**src/hw/rtl/gpm_pkg.sv**
```systemverilog
package gpm_pkg;

    localparam int MAX_PATTERN = 32;

    localparam logic [7:0] SYM_ANY = 8'h3F;
    localparam logic [7:0] SYM_RUN = 8'h2A;

    typedef enum logic [1:0] {
        CMD_CLEAR  = 2'd0,
        CMD_APPEND = 2'd1,
        CMD_BYTE   = 2'd2,
        CMD_END    = 2'd3
    } cmd_t;

    typedef struct packed {
        cmd_t       command;
        logic [7:0] symbol;
    } in_t;

    typedef struct packed {
        logic matched;
        logic pattern_overflow;
    } out_t;

    // Per-transfer strobes broadcast from the top level to every cell.
    typedef struct packed {
        logic clear;
        logic append;
        logic consume;
        logic finish;
    } cell_ctrl_t;

endpackage

```
**src/hw/rtl/gpm_cell.sv**
```systemverilog
module gpm_cell (
    input  logic                aclk,
    input  logic                aresetn,
    input  gpm_pkg::cell_ctrl_t ctrl,
    input  logic [7:0]          symbol,
    input  logic                prev_valid,
    input  logic                next_valid,
    input  logic                closed_in,
    input  logic                stay_in,
    output logic                closed_out,
    output logic                stay_out,
    output logic                valid_out,
    output logic                active_out,
    output logic                hit
);

    logic [7:0] pat_reg;
    logic       valid_reg;
    logic       valid_next;
    logic       active_reg;
    logic       active_next;
    logic       is_star;
    logic       advance;
    logic       take_byte;

    assign is_star   = valid_reg && (pat_reg == gpm_pkg::SYM_RUN);
    assign take_byte = ctrl.append && prev_valid && !valid_reg;

    // The position after this cell is reached either directly or for free
    // through a star that the position before it reached.
    assign closed_out = active_reg | (closed_in & is_star);
    assign stay_out   = closed_in & is_star;
    assign advance    = closed_in && valid_reg && !is_star &&
                        ((pat_reg == gpm_pkg::SYM_ANY) || (pat_reg == symbol));

    // This cell marks the end of the pattern when the next one is empty.
    assign hit        = closed_out && valid_reg && !next_valid;
    assign valid_out  = valid_reg;
    assign active_out = active_reg;

    always_comb begin
        valid_next = valid_reg;
        if (ctrl.clear) begin
            valid_next = 1'b0;
        end else if (take_byte) begin
            valid_next = 1'b1;
        end
    end

    always_comb begin
        active_next = active_reg;
        if (ctrl.clear || ctrl.finish) begin
            active_next = 1'b0;
        end else if (ctrl.consume) begin
            active_next = advance | stay_in;
        end
    end

    always_ff @(posedge aclk) begin
        if (!aresetn) begin
            valid_reg  <= 1'b0;
            active_reg <= 1'b0;
        end else begin
            valid_reg  <= valid_next;
            active_reg <= active_next;
        end
    end

    always_ff @(posedge aclk) begin
        if (take_byte) begin
            pat_reg <= symbol;
        end
    end

endmodule

```
**src/hw/rtl/glob_pattern_matcher_core.sv**
```systemverilog
// Glob matcher: load a pattern with append commands ('?' matches any byte,
// '*' any run of bytes), stream candidate bytes, then send an end command to
// get one result with the match flag and the pattern overflow flag. A new
// transfer can be accepted every cycle unless a second result is waiting;
// the result of an end command is registered in an output register on the
// m_ channel, or in a skid register while that one is held, and is held
// until taken. The pattern lives in a row of MAX_PATTERN cells, each
// holding one pattern byte and one bit of the active position set; the free
// advance over consecutive stars ripples through the row within the cycle.
module glob_pattern_matcher_core (
    input  logic          aclk,
    input  logic          aresetn,
    input  logic          s_valid,
    output logic          s_ready,
    input  gpm_pkg::in_t  s_data,
    output logic          m_valid,
    input  logic          m_ready,
    output gpm_pkg::out_t m_data
);

    localparam int N = gpm_pkg::MAX_PATTERN;

    gpm_pkg::cell_ctrl_t ctrl;
    gpm_pkg::out_t       m_data_reg;
    logic                m_valid_reg;
    gpm_pkg::out_t       skid_data_reg;
    logic                skid_valid_reg;
    gpm_pkg::out_t       result;
    logic                s_accept;
    logic                active0_reg;
    logic                active0_next;
    logic                overflow_reg;
    logic                overflow_next;
    logic                matched;

    logic [N-1:0] valid_vec;
    logic [N-1:0] active_vec;
    logic [N-1:0] hit_vec;
    logic [N:0]   closed_vec;
    logic [N:0]   stay_vec;

    // A second result waits in the skid register while the first is held.
    assign s_ready  = !skid_valid_reg;
    assign s_accept = s_valid && s_ready;
    assign m_valid  = m_valid_reg;
    assign m_data   = m_data_reg;

    always_comb begin
        ctrl = '0;
        if (s_accept) begin
            unique case (s_data.command)
                gpm_pkg::CMD_CLEAR:  ctrl.clear   = 1'b1;
                gpm_pkg::CMD_APPEND: ctrl.append  = 1'b1;
                gpm_pkg::CMD_BYTE:   ctrl.consume = 1'b1;
                gpm_pkg::CMD_END:    ctrl.finish  = 1'b1;
                default:             ctrl = '0;
            endcase
        end
    end

    assign closed_vec[0] = active0_reg;
    assign stay_vec[N]   = 1'b0;

    genvar gi;
    generate
        for (gi = 0; gi < N; gi++) begin : g_cell
            logic prev_v;
            logic next_v;
            if (gi == 0) begin : g_first
                assign prev_v = 1'b1;
            end else begin : g_mid
                assign prev_v = valid_vec[gi-1];
            end
            if (gi == N - 1) begin : g_last
                assign next_v = 1'b0;
            end else begin : g_inner
                assign next_v = valid_vec[gi+1];
            end
            gpm_cell u_cell (
                .aclk       (aclk),
                .aresetn    (aresetn),
                .ctrl       (ctrl),
                .symbol     (s_data.symbol),
                .prev_valid (prev_v),
                .next_valid (next_v),
                .closed_in  (closed_vec[gi]),
                .stay_in    (stay_vec[gi+1]),
                .closed_out (closed_vec[gi+1]),
                .stay_out   (stay_vec[gi]),
                .valid_out  (valid_vec[gi]),
                .active_out (active_vec[gi]),
                .hit        (hit_vec[gi])
            );
        end
    endgenerate

    // An empty pattern matches only when position zero is still active.
    assign matched = (|hit_vec) || (active0_reg && !valid_vec[0]);

    always_comb begin
        result.matched          = matched;
        result.pattern_overflow = overflow_reg;
    end

    always_comb begin
        active0_next = active0_reg;
        if (ctrl.clear || ctrl.finish) begin
            active0_next = 1'b1;
        end else if (ctrl.consume) begin
            active0_next = stay_vec[0];
        end
    end

    always_comb begin
        overflow_next = overflow_reg;
        if (ctrl.clear) begin
            overflow_next = 1'b0;
        end else if (ctrl.append && valid_vec[N-1]) begin
            overflow_next = 1'b1;
        end
    end

    always_ff @(posedge aclk) begin
        if (!aresetn) begin
            active0_reg    <= 1'b1;
            overflow_reg   <= 1'b0;
            m_valid_reg    <= 1'b0;
            skid_valid_reg <= 1'b0;
        end else begin
            active0_reg  <= active0_next;
            overflow_reg <= overflow_next;
            if (!m_valid_reg || m_ready) begin
                if (skid_valid_reg) begin
                    m_valid_reg    <= 1'b1;
                    skid_valid_reg <= 1'b0;
                end else begin
                    m_valid_reg <= ctrl.finish;
                end
            end else if (ctrl.finish) begin
                skid_valid_reg <= 1'b1;
            end
        end
    end

    always_ff @(posedge aclk) begin
        if (!m_valid_reg || m_ready) begin
            if (skid_valid_reg) begin
                m_data_reg <= skid_data_reg;
            end else if (ctrl.finish) begin
                m_data_reg <= result;
            end
        end else if (ctrl.finish) begin
            skid_data_reg <= result;
        end
    end

`ifndef SYNTHESIS
    // Loaded cells always form a contiguous prefix of the row.
    a_valid_prefix: assert property (@(posedge aclk) disable iff (!aresetn)
        (valid_vec & (valid_vec + N'(1))) == '0)
        else $error("pattern cells are not a contiguous prefix");

    a_end_result: assert property (@(posedge aclk) disable iff (!aresetn)
        ctrl.finish |=> m_valid)
        else $error("end of candidate gave no result");

    a_end_rearm: assert property (@(posedge aclk) disable iff (!aresetn)
        ctrl.finish |=> (active0_reg && $countones(active_vec) == 0))
        else $error("active set not rearmed after end of candidate");

    a_clear_empty: assert property (@(posedge aclk) disable iff (!aresetn)
        ctrl.clear |=> (valid_vec == '0 && !overflow_reg && active0_reg))
        else $error("clear left pattern state behind");
`endif

endmodule
```
**config.mk**
```make
export PLATFORM = sky130hd
export DESIGN_NAME = glob_pattern_matcher_core
export DESIGN_NICKNAME = d
export VERILOG_FILES = /design/src/hw/rtl/gpm_pkg.sv /design/src/hw/rtl/gpm_cell.sv /design/src/hw/rtl/glob_pattern_matcher_core.sv
export SDC_FILE = /design/constraint.sdc
export NUM_CORES = 1
export LEC_CHECK = 0
export BUFFER_PORTS_ARGS = -buffer_cell sky130_fd_sc_hd__buf_2
export CORE_ASPECT_RATIO = 0.5
export CORE_MARGIN = 4
export CORE_UTILIZATION = 40
export DETAILED_ROUTE_END_ITERATION = 10
export SKIP_CTS_REPAIR_TIMING = 1
export SYNTH_ARGS = -nofsm -noshare
export SYNTH_HDL_FRONTEND = slang
export SYNTH_SLANG_ARGS = --single-unit
```
**constraint.sdc**
```tcl
create_clock -name aclk -period 4 [get_ports aclk]
set_input_delay 0.2 -clock aclk [delete_from_list [all_inputs] [get_ports aclk]]
set_output_delay 0.2 -clock aclk [all_outputs]
set_load 0.1 [all_outputs]
```
* Word-level counts from Yosys, hierarchy flattened *
Index checks and enable logic that the tools add are counted.
W data, S select, Z words.

storage, ports and cells
  output and inout port bits = 4
  register bits after elaboration = 328
  word-level logic and storage cells = 674

cells by class
  bitwise gates (word level) = 97
  muxes and demuxes = 8
  reduce and logical (&&, ||, !) cells = 366
  eq/ne operators = 99

operators with widths
  cell                  count
  $eq A8 B6 Y1 const B  64
  $logic_and A1 B1 Y1   257
  $eq A8 B8 Y1          32
  $logic_not A1 Y1      66
  $or A1 B1 Y1          63
  $logic_or A1 B1 Y1    35
  $and A1 B1 Y1         32
  $reduce_or A32 Y1     1
  $reduce_or A2 Y1      3
  $mux W1               5
  $eq A2 B2 Y1 const B  2
  $mux W2               2
  $mux W4               1
  $reduce_and A2 Y1     2
  $eq A2 B1 Y1 const B  1
  $logic_not A2 Y1      1
  $not A1 Y1            2
  $reduce_bool A2 Y1    1

* Logic depth before layout (Yosys ltp) *
Gate-level depths: netlist of the first run.

  depth after elaboration = 71
  mapped depth = 12
  mapped depth without buffers = 10

* Hierarchy *
Synthesis of the first run repeated with hierarchy kept, for this count alone.

unflattened totals
  cells, all modules = 1325
  area, all modules = 16458.3 sq um

by module, submodules not included
  module                     cells an instance  times used  area each (sq um)
  gpm_cell                   40                 32          500.5
  glob_pattern_matcher_core  45                 1           442.9

* Least setup slack after synthesis of the first run *
OpenSTA, ideal clock, no wires.

  path kind = register to register
  start point = reg g_cell[2].u_cell.pat_reg[2]
  end point = reg g_cell[21].u_cell.active_reg
  stages on the path, launching flop included = 11
  arrival = 3.057 ns
  setup time = 0.086 ns
  buffers on the path = 0
  path slack = 0.856 ns
  cell sequence = edfxtp_1 -> or4_1 -> or4b_4 -> nor4_2 -> o2111a_2 -> o2111ai_4 -> a211oi_4 -> nor2_2 -> o31a_1 -> a21o_1 -> a221oi_2

between the ends
  word-level cells in the longest chain between the ends = 44
  elaborated cells between the ends (all ways) = 47
  classes of those cells = 1 x eq/ne; 42 x bitwise; 4 x reduce/logical

ends and longest elaborated chain
  item                                                  line                            source
  start, declared                                       gpm_cell.sv:17                  logic [7:0] pat_reg;
  start signal, assigned                                gpm_cell.sv:71                  pat_reg <= symbol;
  $eq A8 B6 Y1 *                                        gpm_cell.sv:26                  assign is_star = valid_reg && (pat_reg == gpm_pkg::SYM_RUN);
  $logic_and A1 B1 Y1 *                                 gpm_cell.sv:26
  $and A1 B1 Y1 *                                       gpm_cell.sv:31                  assign closed_out = active_reg | (closed_in & is_star);
  $or A1 B1 Y1 *                                        gpm_cell.sv:31
  $and A1 B1 Y1 *                                       gpm_cell.sv:31
  $or A1 B1 Y1 *                                        gpm_cell.sv:31
  $and A1 B1 Y1 *                                       gpm_cell.sv:31
  $or A1 B1 Y1 *                                        gpm_cell.sv:31
  (+28 left out)                                        -
  $and A1 B1 Y1 *                                       gpm_cell.sv:31
  $or A1 B1 Y1 *                                        gpm_cell.sv:31
  $and A1 B1 Y1 *                                       gpm_cell.sv:31
  $or A1 B1 Y1 *                                        gpm_cell.sv:31
  $and A1 B1 Y1 or $logic_and A1 B1 Y1 (tied branches)  gpm_cell.sv:31, gpm_cell.sv:33
  $or A1 B1 Y1 or $logic_and A1 B1 Y1 (tied branches)   gpm_cell.sv:31, gpm_cell.sv:33
  $and A1 B1 Y1 or $logic_and A1 B1 Y1 (tied branches)  gpm_cell.sv:32, gpm_cell.sv:33
  $or A1 B1 Y1 *                                        gpm_cell.sv:55                  active_next = advance | stay_in;
  end signal, assigned                                  gpm_cell.sv:65                  active_reg <= active_next;
  end, declared                                         gpm_cell.sv:20                  logic active_reg;

Every way passes the cells marked *; elsewhere a longest branch is shown, timed or not.
A chain may end at the register's enable or synchronous reset.

* Worst setup path after layout of the first run *
  start point = reg g_cell[7].u_cell.valid_reg
  end point = reg m_data_reg (netlist bit m_data[1]), data pin

between the ends
  word-level cells in the longest chain between the ends = 56
  elaborated cells between the ends (all ways) = 106
  classes of those cells = 2 x mux; 50 x bitwise; 54 x reduce/logical

ends and longest elaborated chain
  item                    line                              source
  start, declared         gpm_cell.sv:18                    logic valid_reg;
  start signal, assigned  gpm_cell.sv:64                    valid_reg <= valid_next;
  $logic_and A1 B1 Y1     gpm_cell.sv:26
  $and A1 B1 Y1           gpm_cell.sv:31
  $or A1 B1 Y1            gpm_cell.sv:31
  $and A1 B1 Y1           gpm_cell.sv:31
  $or A1 B1 Y1            gpm_cell.sv:31
  $and A1 B1 Y1           gpm_cell.sv:31
  $or A1 B1 Y1            gpm_cell.sv:31
  $and A1 B1 Y1           gpm_cell.sv:31
  (+40 left out)          -
  $or A1 B1 Y1            gpm_cell.sv:31
  $and A1 B1 Y1           gpm_cell.sv:31
  $or A1 B1 Y1            gpm_cell.sv:31
  $logic_and A1 B1 Y1     gpm_cell.sv:37                    assign hit = closed_out && valid_reg && !next_valid;
  $reduce_or A32 Y1 *     glob_pattern_matcher_core.sv:98   assign matched = (|hit_vec) || (active0_reg && !valid_vec[0]);
  $logic_or A1 B1 Y1 *    glob_pattern_matcher_core.sv:98
  $mux W2 *               glob_pattern_matcher_core.sv:149  end else if (ctrl.finish) begin
  $mux W2 *               glob_pattern_matcher_core.sv:147  if (skid_valid_reg) begin
  end signal, assigned    glob_pattern_matcher_core.sv:148  m_data_reg <= skid_data_reg;
  end signal, assigned    glob_pattern_matcher_core.sv:150  m_data_reg <= result;
  end, declared           glob_pattern_matcher_core.sv:24   gpm_pkg::out_t m_data_reg;

Every way passes the cells marked *; elsewhere a longest branch is shown, timed or not. The select of a mux whose other input is x is not followed.

==> run summary, run 1 <==
status: completed
period utilisation layout: 0.919
commonest non-fill, non-tap cells in the layout: edfxtp_1, xnor2_1, nor2_1
Die Wd: 297 um
Starting DRT DRC Count: 1,263
RSZ-0062 raised after global routing: no
antenna violations before repair: 2
PortBufs: 17
Min-Delay Path Depth: 1
Slew Viols, Final: 0
relative slew slack: 0.214
pwr dens: 377 nW/um^2
area leader, netlist: edfxtp_1
DRC errors left: 0
Worst IR Drop VDD: 0.316 mV
design area: 18,800 um^2
R2R Setup Slk: 330 ps
row count: 52
first-pass GRT wire length: 72.6 mm
nets in the synthesized netlist: 1,533
share of the synthesized area in the top cell type: 0.467
Clock Tree Root: clkbuf_16
most common cell after layout, fill and taps aside: edfxtp_1
Initial Util: 0.409
fmax: 0.272 GHz
vias: 12,500
vias per std cell: 5.84
Largest register FFs: 256
total number of yosys warnings: 0
EDFF count, synth: 260
Reg-to-Reg End: m_data[1]
synth unique cells: 88
Die H: 153 um
max-cap viol count: 0
cells taking the most area after synthesis: edfxtp_1, xnor2_1, dfxtp_1
total CTS buffers: 31
Ports: 18
worst slew pin tran: 1180 ps
Critical R2R Launch: g_cell[7].u_cell.valid_out
syn avg cell area: 11.0 um^2
total track usage: 0.201
H-tree depth: 1
min Tclk post-route: 3670 ps
Final setup viols: 0
crit path kind: reg2reg
placed instance count: 2,076
share of layout cells above drive strength 1: 0.0958
cell count after synthesis: 1,519
CTS tree: built
Hold EP: g_cell[20].u_cell.pat_reg[0]
non-filler instance count after layout: 2,138
worst endpoint required time: 4330 ps
footprint of the multi-input gates: 7240 um^2
die area: 45,300 um^2
Area Overhead vs Synth: 12.3%
number of global-route vias before repair: 12,300
main flop type after synthesis: edfxtp_1
GP Congestion: 0.905
CP max FO: 7
placed instance area: 17,700 um^2
post-layout util: 0.459
Seq/Total Area, Yosys: 0.548
largest net degree at the start of global routing: 40
Synth Register Bits: 328
HPWL Detailed: 32.7 mm
wire length per cell: 21.9 um
Min-Delay Startpoint: s_data[0]
Reg clk slew, reported paths: 70 ps
drt total wl: 46.8 mm
Hold Vio Cnt, Final: 0
CTS Sinks: 328
R2R depth: 10
Core Region: 40,900 um^2
Power, Total: 7.08 mW
Pre-Repair DR Iteration Count: 6
antenna-violating nets left: 0
Leak Pwr: 5.80 nW
Worst Setup Start Kind: register
Final Net Count: 1,586
Post-Syn Area: 16,700 um^2
Worst Hold Class: in2reg
Clk Latency, worst-skew pair: 590 ps
ys async rst share: 0
Final TNS setup: 0 ps
CP arrival: 4000 ps
GRT Residual Overflow: 0
Reg area: 9170 um^2
Critical Path End Type: register
Clock Path Buffers: 3
Filler cells: 3,676
Final Skew: 30.5 ps
power breakdown:
part | switching [mW] | internal, mW | leakage, nW
combinational | 0.282 | 0.148 | 2.43
sequential | 0.0172 | 3.69 | 2.89
clock | 1.29 | 1.64 | 0.483
synthesized netlist by cell type, types with 7 or more instances:
cell        n
edfxtp_1  260
xnor2_1   184
nor2_1    168
nand2_1    82
xor2_1     72
nand4_1    70
dfxtp_1    68
o21ai_0    59
a21oi_1    50
nor3_1     39
nand3_1    35
clkbuf_1   34
inv_1      34
nor4_1     28
and3_1     27
nor2b_1    22
a31oi_1    20
nand2b_1   18
buf_1      15
nor3b_1    15
nand3b_1   13
a211oi_1   10
o211ai_1   10
or3_1      10
or4_1      10
a22oi_1     9
a41o_1      8
a21boi_0    7
o31ai_1     7
or2_2       7
layer usage:
metal	part of all wire	up-vias	track usage
li1	-	5786	-
met2	0.41	442	0.293
met5	0.00028	-	0
met4	0.022	2	0.0514
met1	0.49	6196	0.307
met3	0.073	68	0.0396
final cells by class:
cell class / instances / area share
Antenna cell: 1 / 0.000133
Timing Repair Buffer: 71 / 0.0301
Sequential cell: 328 / 0.488
Inverter: 34 / 0.00680
Clock inverter: 17 / 0.00920
Tap cell: 540 / 0.0360
Clock buffer: 41 / 0.0439
Multi-Input combinational cell: 1106 / 0.385
metrics by stage:
step	worst slack (ps)	hold WS [ps]
after detailed placement	463	465
after global routing	168	146
final	326	159
after floorplan	856	299
after global placement	576	449
after CTS	480	-101
cell families (layout without fill, tap and decap cells):
logic type	Yosys count	in the layout	share of synthesized area
other	0	1	0
buffers and inverters	85	163	0.0194
AOI/OAI and AO/OA	260	260	0.109
xor gates and xnor gates	256	256	0.134
and+or+nand+nor	589	589	0.188
muxes	1	1	0.000674
DFF	328	328	0.548
worst max-delay path, stage by stage (launching register included):
cell and delay, ps:
dfxtp_1 490, nor2b_1 160, a222oi_1 490, o2111ai_1 320, nor4_1 390, o2111ai_1 160
a2111o_1 410, a221oi_1 300, o2111ai_1 190, a311oi_1 380, a31oi_1 140
worst max path at each step:
stage	start	to	slack, ps	cells after the start
finish	g_cell[7].u_cell.valid_out	m_data[1]	330	10
global route	g_cell[7].u_cell.valid_out	skid_data_reg[1]	170	10
CTS	g_cell[19].u_cell.pat_reg[2]	g_cell[30].u_cell.active_out	480	10
detailed placement	g_cell[19].u_cell.pat_reg[2]	g_cell[30].u_cell.active_out	460	10
global placement	g_cell[7].u_cell.valid_out	m_data[1]	580	10
floorplan	g_cell[2].u_cell.pat_reg[2]	g_cell[21].u_cell.active_out	860	10
(Power assumes the default switching activity.)
==> inputs of run 2 (changes only) <==
==> constraint.sdc (replaced) <==
create_clock -name aclk -period 4.5 [get_ports aclk]
set_input_delay 0.225 -clock aclk [delete_from_list [all_inputs] [get_ports aclk]]
set_output_delay 0.225 -clock aclk [all_outputs]
set_load 0.1 [all_outputs]
==> run 2 against run 1 <==
Clock power about the same. Critical path depth unchanged. Utilization about the same. Worst hold slack worse by 120 ps. Die area unchanged. Combinational power down 16%. Sequential power down 11%. Via count about the same. Design area about the same. Setup slack better by 450 ps. Fmax down 1.4%. Non-clock buffer count down 16. Largest power group unchanged.
==> run summary, run 2 (synthesis gave the netlist of run 1 again) <==
worst slew pin tran: 945 ps (-232 ps)
row count: 52 (unchanged)
relative slew slack: 0.370 (+0.156)
vias: 12,500 (+0.056%)
Pre-Repair DR Iteration Count: 5 (-1)
drt total wl: 44.9 mm (-3.9%)
Die H: 153 um (unchanged)
share of layout cells above drive strength 1: 0.0934 (-0.00243)
fmax: 0.268 GHz (-1.4%)
Clock Path Buffers: 3 (unchanged)
Final Skew: 23.8 ps (-6.66 ps)
CP arrival: 3990 ps (about the same)
Core Region: 40,900 um^2 (unchanged)
M1 WL: 22.1 mm (-4.0%)
GRT Residual Overflow: 0 (unchanged)
Starting DRT DRC Count: 1,187 (-6.0%)
crit path kind: reg2reg
top sig layer: met4
RSZ-0062 raised after global routing: no
Slew Viols, Final: 0 (unchanged)
antenna-violating nets left: 0 (unchanged)
Initial Util: 0.409 (unchanged)
Clk Latency, worst-skew pair: 520 ps (-70 ps)
Hold Vio Cnt, Final: 0 (unchanged)
max-cap viol count: 0 (unchanged)
PortBufs: 17 (unchanged)
CTS Sinks: 328 (unchanged)
pwr dens: 350 nW/um^2 (-7.1%)
Final Net Count: 1,573 (-0.82%)
WL met2: 18.9 mm (-1.5%)
Worst IR Drop VDD: 0.216 mV (-32%)
antenna violations before repair: 1 (-1)
die area: 45,300 um^2 (unchanged)
status: completed
commonest non-fill, non-tap cells in the layout: edfxtp_1, xnor2_1, nor2_1
vias per std cell: 5.88 (+0.62%)
Leak Pwr: 5.81 nW (+0.11%)
worst endpoint required time: 4760 ps (+430 ps)
DRC errors left: 0 (unchanged)
Die Wd: 297 um (unchanged)
Worst Setup Start Kind: register
first-pass GRT wire length: 70.6 mm (-2.7%)
HPWL Detailed: 30.7 mm (-6.0%)
Final TNS setup: 0 ps (unchanged)
Final setup viols: 0 (unchanged)
Worst Hold Class: in2reg
min Tclk post-route: 3730 ps (+52.1 ps)
largest net degree at the start of global routing: 54 (+35%)
total CTS buffers: 34 (+9.7%)
period utilisation layout: 0.828 (-0.0905)
total track usage: 0.193 (-0.00809)
most common cell after layout, fill and taps aside: edfxtp_1
CP max FO: 5 (-2)
CTS tree: built
wire length per cell: 21.1 um (-3.4%)
Largest register FFs: 256 (unchanged)
Area Overhead vs Synth: 12.4% (about the same)
Reg clk slew, reported paths: 70 ps (about the same)
placed instance count: 2,062 (-0.67%)
number of global-route vias before repair: 12,200 (-0.27%)
non-filler instance count after layout: 2,126 (-0.56%)
Clock Tree Root: clkbuf_16
metal3 WL: 3.17 mm (-7.2%)
Critical Path End Type: register
H-tree depth: 2 (+1)
Ports: 18 (unchanged)
GP Congestion: 0.913 (+0.88%)
[run 2: worst max-delay path: stages (launching register included)]
cell       delay (ps)
edfxtp_1          430
nor4bb_1          190
a311oi_1          670
nor2_1            170
a211oi_1          380
o21ai_0           220
a2111o_1          450
a221oi_1          270
o2111ai_1         180
a311oi_1          360
a31oi_1           140
[run 2: final timing paths]
path / startpoint / endpoint / slack, ps / cells after the start
max: g_cell[0].u_cell.pat_reg[5] / m_data[1] / 770 / 10
min: m_ready / skid_valid_reg / 40 / 3
max reg2reg: g_cell[0].u_cell.pat_reg[5] / m_data[1] / 770 / 10
min reg2reg: g_cell[5].u_cell.active_out / g_cell[5].u_cell.active_out / 490 / 2
[run 2: cell type report]
| class | count | area, um^2 |
|---|---|---|
| repair buffers | 55 | 428 |
| well taps | 540 | 676 |
| clock inverters | 23 | 218 |
| multi-input cells | 1106 | 7240 |
| diodes | 1 | 2.50 |
| fillers | 3643 | 22100 |
| inverters | 34 | 128 |
| clock buffers | 39 | 933 |
| flip-flops and latches | 328 | 9170 |
[run 2: layer usage]
layer / vias up / GRT usage
li1: 5762 / -
met1: 6245 / 0.294
met2: 435 / 0.288
met3: 59 / 0.0342
met4: 0 / 0.0424
met5: - / 0
[run 2: power breakdown]
part           switching, mW  leakage, nW  internal, mW  total, mW
sequential            0.0147         2.89          3.28       3.30
clock                   1.20        0.571          1.72       2.92
combinational          0.239         2.34         0.124      0.363
total                   1.45         5.81          5.13       6.58
[run 2: per-stage QoR]
step	area (um^2)	setup slack, ps	hold slack [ps]	total power, mW	utilization
6_report	18800	774	43.7	6.58	0.460
5_1_grt	18800	486	53.3	6.80	0.460
4_1_cts	18800	786	-15.6	6.63	0.460
3_5_place_dp	17600	831	475	3.72	0.431
3_3_place_gp	17600	945	462	3.71	0.431
2_1_floorplan	16700	1360	324	3.58	-
==> inputs of run 3 (changes only) <==
--- a/config.mk
+++ b/config.mk
@@ -5,6 +5,7 @@
 export SDC_FILE = /design/constraint.sdc
 export NUM_CORES = 1
 export LEC_CHECK = 0
+export ABC_AREA = 1
 export BUFFER_PORTS_ARGS = -buffer_cell sky130_fd_sc_hd__buf_2
 export CORE_ASPECT_RATIO = 0.5
 export CORE_MARGIN = 4
==> constraint.sdc (replaced) <==
create_clock -name aclk -period 3.1 [get_ports aclk]
set_input_delay 0.155 -clock aclk [delete_from_list [all_inputs] [get_ports aclk]]
set_output_delay 0.155 -clock aclk [all_outputs]
set_load 0.1 [all_outputs]
==> run 3 against run 2 <==
The flow now finishes with violations (setup timing). Final cell count is 18% higher. Critical path depth is 52 higher. Via count is 2.5% higher.
==> run summary, run 3 <==
status: finished with violations
failing checks: setup timing
H-tree depth: 2 (unchanged)
Die H: 152 um (-0.28%)
drt total wl: 42.3 mm (-6.0%)
Area Overhead vs Synth: 25.6%
top-count cell post-synth: nand2_1
Worst Setup Start Kind: register
CTS tree: built
CP max FO: 3 (-2)
total number of yosys warnings: 0 (unchanged)
most common cell after layout, fill and taps aside: nand2_1
vias: 12,800 (+2.5%)
largest net degree at the start of global routing: 63 (+17%)
nets in the synthesized netlist: 1,657 (+8.1%)
Clk Latency, worst-skew pair: 530 ps (about the same)
DRC errors left: 0 (unchanged)
Hold Vio Cnt, Final: 0 (unchanged)
CTS Sinks: 328 (unchanged)
Fin Hold WS: 55.2 ps (+11.5 ps)
main flop type after synthesis: edfxtp_1
worst slew pin tran: 854 ps (-91.4 ps)
Synth Register Bits: 328 (unchanged)
EDFF count, synth: 260 (unchanged)
share of the synthesized area in the top cell type: 0.470 (+0.00278)
Final Net Count: 1,967 (+25%)
area leader, netlist: edfxtp_1
placed instance area: 19,500 um^2 (+11%)
crit path kind: reg2reg
period utilisation layout: 1.61 (+0.783)
GP Congestion: 0.841 (-7.9%)
GRT Residual Overflow: 0 (unchanged)
non-filler instance count after layout: 2,518 (+18%)
Final setup viols: 18 (+18)
RSZ-0062 raised after global routing: yes
placed instance count: 2,430 (+18%)
min Tclk post-route: 4990 ps (+1270 ps)
Crit path top cell by count: nand2_4
Final Skew: 17.2 ps (-6.66 ps)
worst endpoint required time: 3370 ps (-1390 ps)
PortBufs: 17 (unchanged)
Pre-Repair DR Iteration Count: 6 (+1)
Worst Hold Class: in2reg
synth unique cells: 51 (-42%)
Post-Syn Area: 16,600 um^2 (-0.59%)
fmax: 0.200 GHz (-25%)
Core Region: 40,700 um^2 (-0.32%)
Starting DRT DRC Count: 953 (-20%)
Crit-path slowest cell: edfxtp_1
Worst IR Drop VDD: 0.266 mV (+23%)
max-cap viol count: 0 (unchanged)
ys async rst share: 0 (unchanged)
share of layout cells above drive strength 1: 0.290 (+0.196)
cell count after synthesis: 1,643 (+8.2%)
pwr dens: 450 nW/um^2 (+29%)
Seq/Total Area, Yosys: 0.552 (+0.00326)
cells taking the most area after synthesis: edfxtp_1, dfxtp_1, nand2_1
Clock Tree Root: clkbuf_16
slack of the critical path: -1890 ps (-2670 ps)
Initial Util: 0.408 (-0.00112)
syn avg cell area: 10.1 um^2 (-8.1%)
Critical Path End Type: register
CP arrival: 5270 ps (+1280 ps)
Ports: 18 (unchanged)
Crit path largest cell delay: 390 ps (-280 ps)
first-pass GRT wire length: 66.7 mm (-5.6%)
Reg clk slew, reported paths: 60 ps (about the same)
ANT cells: 0 (-1)
Leak Pwr: 8.73 nW (+50%)
design area: 20,900 um^2 (+11%)
commonest non-fill, non-tap cells in the layout: nand2_1, buf_4, edfxtp_1
total CTS buffers: 34 (unchanged)
number of global-route vias before repair: 12,400 (+1.2%)
antenna-violating nets left: 0 (unchanged)
vias per std cell: 5.09 (-13%)
antenna violations before repair: 0 (-1)
Largest register FFs: 256 (unchanged)
wire length per cell: 16.8 um (-21%)
Final TNS setup: -20,990 ps (-20,990 ps)
Clock Path Buffers: 3 (unchanged)
row count: 52 (unchanged)
relative slew slack: 0.430 (+0.0603)
total track usage: 0.186 (-0.00705)
Die Wd: 296 um (-0.29%)
Filler cells: 3,602 (-1.1%)
die area: 45,100 um^2 (-0.57%)
commonest cells in the netlist: nand2_1, edfxtp_1, inv_1
HPWL Detailed: 26.7 mm (-13%)
Slew Viols, Final: 0 (unchanged)
==> run 3: cell types whose count changed after synthesis, moves of 22 or more <==
cell and delta:
xnor2_1 -91, and3_1 -27, nor3_1 -26, nand3_1 +63, o21ai_0 -41, nand2_1 +237, nand4_1 +46, nor2_1 -97
inv_1 +140, nand2_4 +54, nor2b_1 -22, or2_2 +60, xor2_1 -68
==> run 3: routing by layer <==
layer	share of wire	up-vias	track usage
met1	0.48	6136	0.268
li1	-	6334	-
met3	0.047	77	0.0275
met2	0.45	262	0.296
met5	0	-	0
met4	0.022	0	0.0495
==> run 3: cell families (layout without fill, tap and decap cells) <==
family          after synthesis  count (layout)  synth area share
buf+inv                     261             596            0.0675
flops                       328             328             0.552
xor+xnor                     97              97            0.0511
compound gates              148             148            0.0603
simple gates                809             809             0.269
==> run 3: worst max-delay path: cells and delay by family (launching register included) <==
kind | cells | cell delay (ps)
AOI/OAI and AO/OA | 3 | 490
buffers and inverters | 2 | 250
DFF | 1 | 390
and+or+nand+nor | 57 | 3530
==> run 3: area by class of cell <==
cell class | count | area [um^2] | area share
clock buffers | 45 | 933 | 0.0447
flip-flops and latches | 328 | 9170 | 0.439
repair buffers | 333 | 2590 | 0.124
well taps | 540 | 676 | 0.0324
clock inverters | 16 | 123 | 0.00588
multi-input cells | 1054 | 6480 | 0.310
inverters | 202 | 900 | 0.0431
==> run 3: power by group <==
group	total [mW]	leakage, nW	switching, mW	internal (mW)
clock	3.97	0.518	1.69	2.28
sequential	4.78	2.89	0.0153	4.76
combinational	0.651	5.32	0.425	0.226
total	9.40	8.73	2.13	7.27
==> run 3: worst paths after layout <==
kind	start	end	slack [ps]	cells after the start
hold / removal	s_data[5]	g_cell[31].u_cell.pat_reg[5]	60	1
setup reg to reg	g_cell[0].u_cell.pat_reg[1]	m_data[1]	-1890	62
hold reg to reg	overflow_reg	skid_data_reg[0]	450	0
setup / recovery	g_cell[0].u_cell.pat_reg[1]	m_data[1]	-1890	62
==> run 3: metrics by stage <==
stage | power [mW] | utilization | worst slack [ps]
2_1_floorplan | 5.21 | - | -1640
3_3_place_gp | 5.51 | 0.479 | -1710
3_5_place_dp | 5.51 | 0.479 | -1850
4_1_cts | 9.48 | 0.505 | -1920
5_1_grt | 9.76 | 0.512 | -2260
6_report | 9.40 | 0.512 | -1890
